<file path="config.mk">
export PLATFORM = sky130hd
export DESIGN_NAME = rpe_rot_lane
export DESIGN_NICKNAME = d
export VERILOG_FILES = /design/src/sv/rpe_pkg.sv /design/src/sv/rpe_rot_lane.sv
export SDC_FILE = /design/constraint.sdc
export NUM_CORES = 2
export LEC_CHECK = 0
export BUFFER_PORTS_ARGS = -buffer_cell sky130_fd_sc_hd__buf_2
export CAP_MARGIN = 10
export CORE_UTILIZATION = 45
export DETAILED_ROUTE_END_ITERATION = 7
export SETUP_SLACK_MARGIN = 0.05
export SLEW_MARGIN = 20
export SYNTH_ARGS = -nofsm -noshare
export SYNTH_HDL_FRONTEND = slang
export SYNTH_SLANG_ARGS = --single-unit
export TNS_END_PERCENT = 5
</file>
<file path="constraint.sdc">
create_clock -name clk -period 6.95 [get_ports clk]
set_input_delay 1.39 -clock clk [delete_from_list [all_inputs] [get_ports clk]]
set_output_delay 1.39 -clock clk [all_outputs]
set_load 0.02 [all_outputs]
</file>
<file path="src/sv/rpe_pkg.sv">
package rpe_pkg;

	localparam logic [1:0] CFG_HEAD_DIM  = 2'd0;
	localparam logic [1:0] CFG_SEQ_LEN   = 2'd1;
	localparam logic [1:0] CFG_NUM_HEADS = 2'd2;

	localparam logic REQ_LOAD  = 1'b0;
	localparam logic REQ_QUERY = 1'b1;

	// Result pairs that may be in flight or queued at once.
	localparam int QDEPTH = 32;

	typedef struct packed {
		logic [15:0] r1;
		logic [15:0] r2;
		logic [6:0]  pair;
		logic [6:0]  dim;
	} res_t;

endpackage

</file>
<file path="src/sv/rpe_rot_lane.sv">
module rpe_rot_lane
	import rpe_pkg::*;
(
	input  logic        clk,
	input  logic        sub_op,
	input  logic [15:0] a1,
	input  logic [15:0] b1,
	input  logic [15:0] a2,
	input  logic [15:0] b2,
	output logic [15:0] result
);

	localparam logic [15:0] FP16_DEFAULT_NAN = 16'hFE00;

	typedef struct packed {
		logic        nan;
		logic        inf;
		logic        sign;
		logic [15:0] code;
	} pspec_t;

	function automatic logic [10:0] fmag(input logic [15:0] h);
		fmag = {h[14:10] != 5'd0, h[9:0]};
	endfunction

	function automatic logic [4:0] fexp(input logic [15:0] h);
		fexp = (h[14:10] == 5'd0) ? 5'd1 : h[14:10];
	endfunction

	function automatic logic fnan(input logic [15:0] h);
		fnan = (&h[14:10]) && (|h[9:0]);
	endfunction

	function automatic logic finf(input logic [15:0] h);
		finf = (&h[14:10]) && !(|h[9:0]);
	endfunction

	function automatic logic fzero(input logic [15:0] h);
		fzero = !(|h[14:0]);
	endfunction

	function automatic pspec_t prod_spec(input logic [15:0] a, input logic [15:0] b);
		pspec_t r;
		r.sign = a[15] ^ b[15];
		r.nan = 1'b0;
		r.inf = 1'b0;
		r.code = 16'h0000;
		if (fnan(a)) begin
			r.nan = 1'b1;
			r.code = {a[15], 6'h3F, a[8:0]};
		end else if (fnan(b)) begin
			r.nan = 1'b1;
			r.code = {b[15], 6'h3F, b[8:0]};
		end else if ((finf(a) && fzero(b)) || (fzero(a) && finf(b))) begin
			r.nan = 1'b1;
			r.code = FP16_DEFAULT_NAN;
		end else if (finf(a) || finf(b)) begin
			r.inf = 1'b1;
		end
		prod_spec = r;
	endfunction

	// Stage 2: exact products and special operands.
	logic [21:0] prod1_s2, prod2_s2;
	logic [5:0]  exp1_s2, exp2_s2;
	logic        sg1_s2, sg2_s2;
	logic        spec_s2;
	logic [15:0] code_s2;

	pspec_t      p1, p2;
	logic        sg2e;
	logic        spec_c;
	logic [15:0] code_c;

	always_comb begin
		p1 = prod_spec(a1, b1);
		p2 = prod_spec(a2, b2);
		sg2e = p2.sign ^ sub_op;
		spec_c = 1'b1;
		code_c = 16'h0000;
		if (p1.nan) begin
			code_c = p1.code;
		end else if (p2.nan) begin
			code_c = p2.code;
		end else if (p1.inf && p2.inf) begin
			code_c = (p1.sign == sg2e) ? {p1.sign, 15'h7C00} : FP16_DEFAULT_NAN;
		end else if (p1.inf) begin
			code_c = {p1.sign, 15'h7C00};
		end else if (p2.inf) begin
			code_c = {sg2e, 15'h7C00};
		end else begin
			spec_c = 1'b0;
		end
	end

	always_ff @(posedge clk) begin
		prod1_s2 <= 22'(fmag(a1)) * 22'(fmag(b1));
		prod2_s2 <= 22'(fmag(a2)) * 22'(fmag(b2));
		exp1_s2  <= 6'(fexp(a1)) + 6'(fexp(b1));
		exp2_s2  <= 6'(fexp(a2)) + 6'(fexp(b2));
		sg1_s2   <= p1.sign;
		sg2_s2   <= sg2e;
		spec_s2  <= spec_c;
		code_s2  <= code_c;
	end

	// Stage 3: align both products on a common fixed point grid and add.
	logic signed [81:0] sum_s3;
	logic        zsign_s3;
	logic        spec_s3;
	logic [15:0] code_s3;

	logic [79:0] f1, f2;
	logic [81:0] v1, v2;

	always_comb begin
		f1 = 80'(prod1_s2) << (exp1_s2 - 6'd2);
		f2 = 80'(prod2_s2) << (exp2_s2 - 6'd2);
		v1 = sg1_s2 ? -{2'b00, f1} : {2'b00, f1};
		v2 = sg2_s2 ? -{2'b00, f2} : {2'b00, f2};
	end

	always_ff @(posedge clk) begin
		sum_s3   <= $signed(v1 + v2);
		zsign_s3 <= sg1_s2 & sg2_s2;
		spec_s3  <= spec_s2;
		code_s3  <= code_s2;
	end

	// Stage 4: magnitude and the coarse normalizing shifts.
	logic [80:0] norm_s4;
	logic [6:0]  sc_s4;
	logic        sign_s4, zero_s4;
	logic        spec_s4;
	logic [15:0] code_s4;

	logic [81:0] neg_sum;
	logic [80:0] mag, n4;
	logic [6:0]  c4;

	always_comb begin
		neg_sum = -sum_s3;
		mag = sum_s3[81] ? neg_sum[80:0] : sum_s3[80:0];
		n4 = mag;
		c4 = 7'd0;
		if (n4[80:17] == '0) begin
			n4 = n4 << 64;
			c4 = c4 | 7'd64;
		end
		if (n4[80:49] == '0) begin
			n4 = n4 << 32;
			c4 = c4 | 7'd32;
		end
	end

	always_ff @(posedge clk) begin
		norm_s4 <= n4;
		sc_s4   <= c4;
		zero_s4 <= (mag == '0);
		sign_s4 <= (mag == '0) ? zsign_s3 : sum_s3[81];
		spec_s4 <= spec_s3;
		code_s4 <= code_s3;
	end

	// Stage 5: fine normalizing shifts.
	logic [80:0] norm_s5;
	logic [6:0]  sc_s5;
	logic        sign_s5, zero_s5;
	logic        spec_s5;
	logic [15:0] code_s5;

	logic [80:0] n5;
	logic [6:0]  c5;

	always_comb begin
		n5 = norm_s4;
		c5 = sc_s4;
		if (n5[80:65] == '0) begin
			n5 = n5 << 16;
			c5 = c5 | 7'd16;
		end
		if (n5[80:73] == '0) begin
			n5 = n5 << 8;
			c5 = c5 | 7'd8;
		end
		if (n5[80:77] == '0) begin
			n5 = n5 << 4;
			c5 = c5 | 7'd4;
		end
		if (n5[80:79] == '0) begin
			n5 = n5 << 2;
			c5 = c5 | 7'd2;
		end
		if (!n5[80]) begin
			n5 = n5 << 1;
			c5 = c5 | 7'd1;
		end
	end

	always_ff @(posedge clk) begin
		norm_s5 <= n5;
		sc_s5   <= c5;
		zero_s5 <= zero_s4;
		sign_s5 <= sign_s4;
		spec_s5 <= spec_s4;
		code_s5 <= code_s4;
	end

	// Stage 6: round to single precision, nearest even.
	logic [23:0]       man_s6;
	logic signed [8:0] exp_s6;
	logic        sign_s6, zero_s6;
	logic        spec_s6;
	logic [15:0] code_s6;

	logic [24:0] sig25;
	logic        rinc;

	always_comb begin
		rinc = norm_s5[56] & ((|norm_s5[55:0]) | norm_s5[57]);
		sig25 = {1'b0, norm_s5[80:57]} + 25'(rinc);
	end

	always_ff @(posedge clk) begin
		man_s6  <= sig25[24] ? 24'h800000 : sig25[23:0];
		exp_s6  <= $signed(9'd32 + 9'(sig25[24]) - {2'b00, sc_s5});
		zero_s6 <= zero_s5;
		sign_s6 <= sign_s5;
		spec_s6 <= spec_s5;
		code_s6 <= code_s5;
	end

	// Stage 7: round to half precision, nearest even.
	logic [15:0] result_s7;

	logic signed [8:0] nsh;
	logic [4:0]  sh;
	logic [48:0] tmp;
	logic [11:0] qr;
	logic [15:0] val;
	logic [4:0]  ebias;
	logic [15:0] h_c;

	always_comb begin
		nsh = -exp_s6 - 9'sd1;
		sh = (exp_s6 >= -9'sd14) ? 5'd13 : nsh[4:0];
		tmp = {man_s6, 25'b0} >> sh;
		qr = tmp[36:25] + 12'(tmp[24] & ((|tmp[23:0]) | tmp[25]));
		ebias = 5'(exp_s6 + 9'sd14);
		val = {1'b0, ebias, 10'b0} + {4'b0, qr};
		if (spec_s6) begin
			h_c = code_s6;
		end else if (zero_s6) begin
			h_c = {sign_s6, 15'h0000};
		end else if (exp_s6 > 9'sd15) begin
			h_c = {sign_s6, 15'h7C00};
		end else if (exp_s6 < -9'sd14) begin
			if (nsh > 9'sd24) begin
				h_c = {sign_s6, 15'h0000};
			end else begin
				h_c = {sign_s6, 4'b0, qr[10:0]};
			end
		end else if (val >= 16'h7C00) begin
			h_c = {sign_s6, 15'h7C00};
		end else begin
			h_c = {sign_s6, val[14:0]};
		end
	end

	always_ff @(posedge clk) begin
		result_s7 <= h_c;
	end

	assign result = result_s7;

endmodule

</file>
==> flow_summary.yaml <==
route:
  drc_errors: 0
  vias_per_cell: 6.01
  drt_iter0_markers: 4186
  drt_first_pass_iters: 8
  postRouteAntennaNets: 0
  vias: 40700
  wl_um: 151000
  drt-wirelength-per-cell_um: 22.3
critical_path:
  cp_num_buf_inv: 3
  max_stage_delay_ns: 0.57
  crit_top_cell: "a21oi_1"
  r2r_setup_slack_ns: 0.19
  cpLargestDelayFamily: "compound AO/OA/AOI/OAI gates"
  crit_slowest_cell: "mux4_2"
  ff2ff_path_depth: 25
  crit_arrival_ns: 7.25
  worst_r2r_startpoint: "exp2_s2[0]$_DFF_P_"
  cp-end-kind: "flip-flop"
  path_class: "reg -> reg"
  reg2reg_to: "sum_s3[69]$_DFF_P_"
  required_ns: 7.44
  start_kind: "flip-flop"
  worstPathMaxFanout: 14
floorplanning:
  dieArea_um2: 95400
  top_level_ports: 82
  die_y_um: 309
  initial_core_util: 0.454
  core_area_um2: 93300
  num_rows: 112
  die_x_um: 309
placement:
  port-buffer-count: 81
  hpwl_um: 122000
  placed_cell_area_um2: 45700
  gp_congestion: 1.03
global_route:
  met2_usage: 0.501
  grt_overflow: 0
  grt_busiest_layer: "met2"
  antenna_found_initial: 6
  grt_pass1_wl_um: 230000
  grt_pass1_vias: 38500
  grt_max_degree: 82
  use_met3: 0.0436
  grtUsageTotal: 0.308
  grtUsageMet1: 0.408
power_and_ir_drop:
  irDropWorstVdd_v: 0.000362
  p_total_mw: 28.3
  p_sw_mw: 14.6
  clockPowerShare: 0.093
  swShare: 0.517
  p_comb_frac: 0.732
  p_per_area_nw_per_um2: 595
  p_int_mw: 13.7
  leakagePower_nw: 20.2
  p_seq_frac: 0.175
hold_path:
  hold_path_class: "reg -> reg"
  holdCritStartpoint: "code_s5[7]$_DFF_P_"
  holdPathStages: 0
  whs_endpoint: "code_s6[7]$_DFF_P_"
synthesis:
  synth_xor_area_frac: 0.0783
  synth_top_family_by_area: "simple AND/OR/NAND/NOR gates"
  yosysTopAreaCell: "dfxtp_1"
  synthMuxAreaShare: 0.113
  syn-cell-area_um2: 42400
  yosys.area_share.simple: 0.218
  syn_nets: 5800
  yosysTopAreaCellShare: 0.204
  ys_seq_area_frac: 0.204
  ys_top_cells_by_area: "dfxtp_1, fa_1, ha_1"
  yosysWarnings: 0
  syn_avg_cell_area_um2: 7.92
  synthAdderAreaFrac: 0.144
  synthArstFlopShare: 0
  synth_ff_type: "dfxtp_1"
  yosysMostFrequentCell: "nand2_1"
  synth-edff-count: 0
  synth_compound_area_frac: 0.188
  synth-seq-cells: 431
  synth_common_cells: "nand2_1, nor2_1, dfxtp_1"
  synth_cell_types: 104
  synthCells: 5346
timing:
  clock_skew_ns: 0.0258
  finalCritPeriodShare: 0.973
  finalSetupViolations: 0
  period_needed_ns: 6.76
  slew_violations: 0
  hold_viol_final: 0
  max_freq_mhz: 148
  rsz0062_at_grt: "true"
  slew_headroom: 0.221
  worst_slew_pin_slew_ns: 1.17
cells_and_area:
  fin_area_um2: 47500
  fin_nets: 5932
  drive_above_1_share: 0.131
  final_core_util: 0.509
  areaGrowthSynthToFinish_pct: 12.2
clock_network:
  htreeDepth: 2
  clock_sinks: 431
  cts_max_path_buffers: 3
  numCtsBuffers: 47
  cts.clk_slew.worst_paths_ns: 0.06
  cts_tree: "done"
  worstSkewPairLatency_ns: 0.62
  cts_root_buf: "clkbuf_16"
run_status:
  status: "finished, final reports clean"
run:
  max-cap-violations: 0
routing by layer:
metal  up-vias  wire length (um)
met3       349              9880
met1     19500             65100
met2      1631             68600
met4         0              7140
li1      19200                 -
met5         -                 0
what timing repair did:
action                                  4_1_cts  5_1_grt
gates resized for setup                       0       28
hold buffers                                  0        0
endpoints found under the setup margin        0       22
hold endpoints to repair                      0        0
buffers inserted                              0       13
cells in the final DEF (no fill, tap or decap), types with 102 or more instances in the layout:
cell / count
fa_1: 164
a21oi_1: 262
nor3_1: 102
xnor2_1: 215
inv_1: 275
dfxtp_1: 425
buf_4: 323
nand3_1: 135
nor2_1: 441
and2_1: 142
mux2i_1: 278
xor2_1: 150
ha_1: 221
o21ai_0: 314
nand2_1: 678
worst register-to-register path, delay by kind of cell, from the launching register on:
kind,cells,cell delay [ns]
AOI/OAI and AO/OA,13,2.96
xor gates and xnor gates,2,0.45
adders and majority gates,1,0.29
buffers and inverters,3,0.49
DFF,1,0.47
muxes,2,1.10
and+or+nand+nor,4,0.90
metrics by stage:
stage	std cells	hold WS (ns)	TNS (ns)	setup slack, ns
2_1_floorplan	5346	0.310	0	0.0529
3_3_place_gp	6670	0.310	-0.0350	-0.0350
3_5_place_dp	6670	0.312	0	0.0898
4_1_cts	6754	0.327	0	0.0552
5_1_grt	6771	0.332	-0.0578	-0.0352
6_report	6772	0.324	0	0.185
how the worst max path moves through the flow:
stage / startpoint / to / slack (ns) / cells past startpoint
after floorplan: exp1_s2[1]$_DFF_P_ / sum_s3[77]$_DFF_P_ / 0.05 / 28
after global placement: exp2_s2[0]$_DFF_P_ / sum_s3[69]$_DFF_P_ / -0.04 / 25
after detailed placement: exp2_s2[1]$_DFF_P_ / sum_s3[74]$_DFF_P_ / 0.09 / 26
after CTS: exp2_s2[1]$_DFF_P_ / sum_s3[74]$_DFF_P_ / 0.06 / 26
after global routing: exp2_s2[0]$_DFF_P_ / sum_s3[69]$_DFF_P_ / -0.04 / 25
final: exp2_s2[0]$_DFF_P_ / sum_s3[69]$_DFF_P_ / 0.19 / 25
power groups by stage:
stage	Sequential (mW)	Combinational (mW)	Clock, mW
after floorplan	4.35	13.7	0
after global placement	4.96	20.1	0
after detailed placement	4.96	20.1	0
after CTS	4.91	20.3	2.70
after global routing	5.05	22.4	2.80
final	4.95	20.7	2.64
kinds of logic after synthesis:
kind of cell | count (synthesis)
simple gates | 1930
fa+ha+maj | 389
compound gates | 1218
mux | 391
buf+inv | 612
flops | 431
xor+xnor | 375
layout make-up:
cell class                 instances  area, um2
sequential                       431       8640
fill                            9223      45800
multi-input combinational       4303      31600
clock inverter                    27        352
timing repair buffer             414       3000
antenna                            5       12.5
inverter                         281       1060
clock buffer                      57       1280
tap                             1254       1570
registers in the layout, summed over array words and instances (netlist names), 2 cells and up:
register / count
code_s2: 12
code_s3: 12
code_s4: 12
code_s5: 12
code_s6: 12
exp1_s2: 6
exp2_s2: 6
exp_s6: 8
man_s6: 24
norm_s4: 81
norm_s5: 81
prod1_s2: 22
prod2_s2: 22
result: 16
sc_s4: 2
sc_s5: 7
sum_s3: 82
No activity file was read; power rests on OpenSTA's default activity.
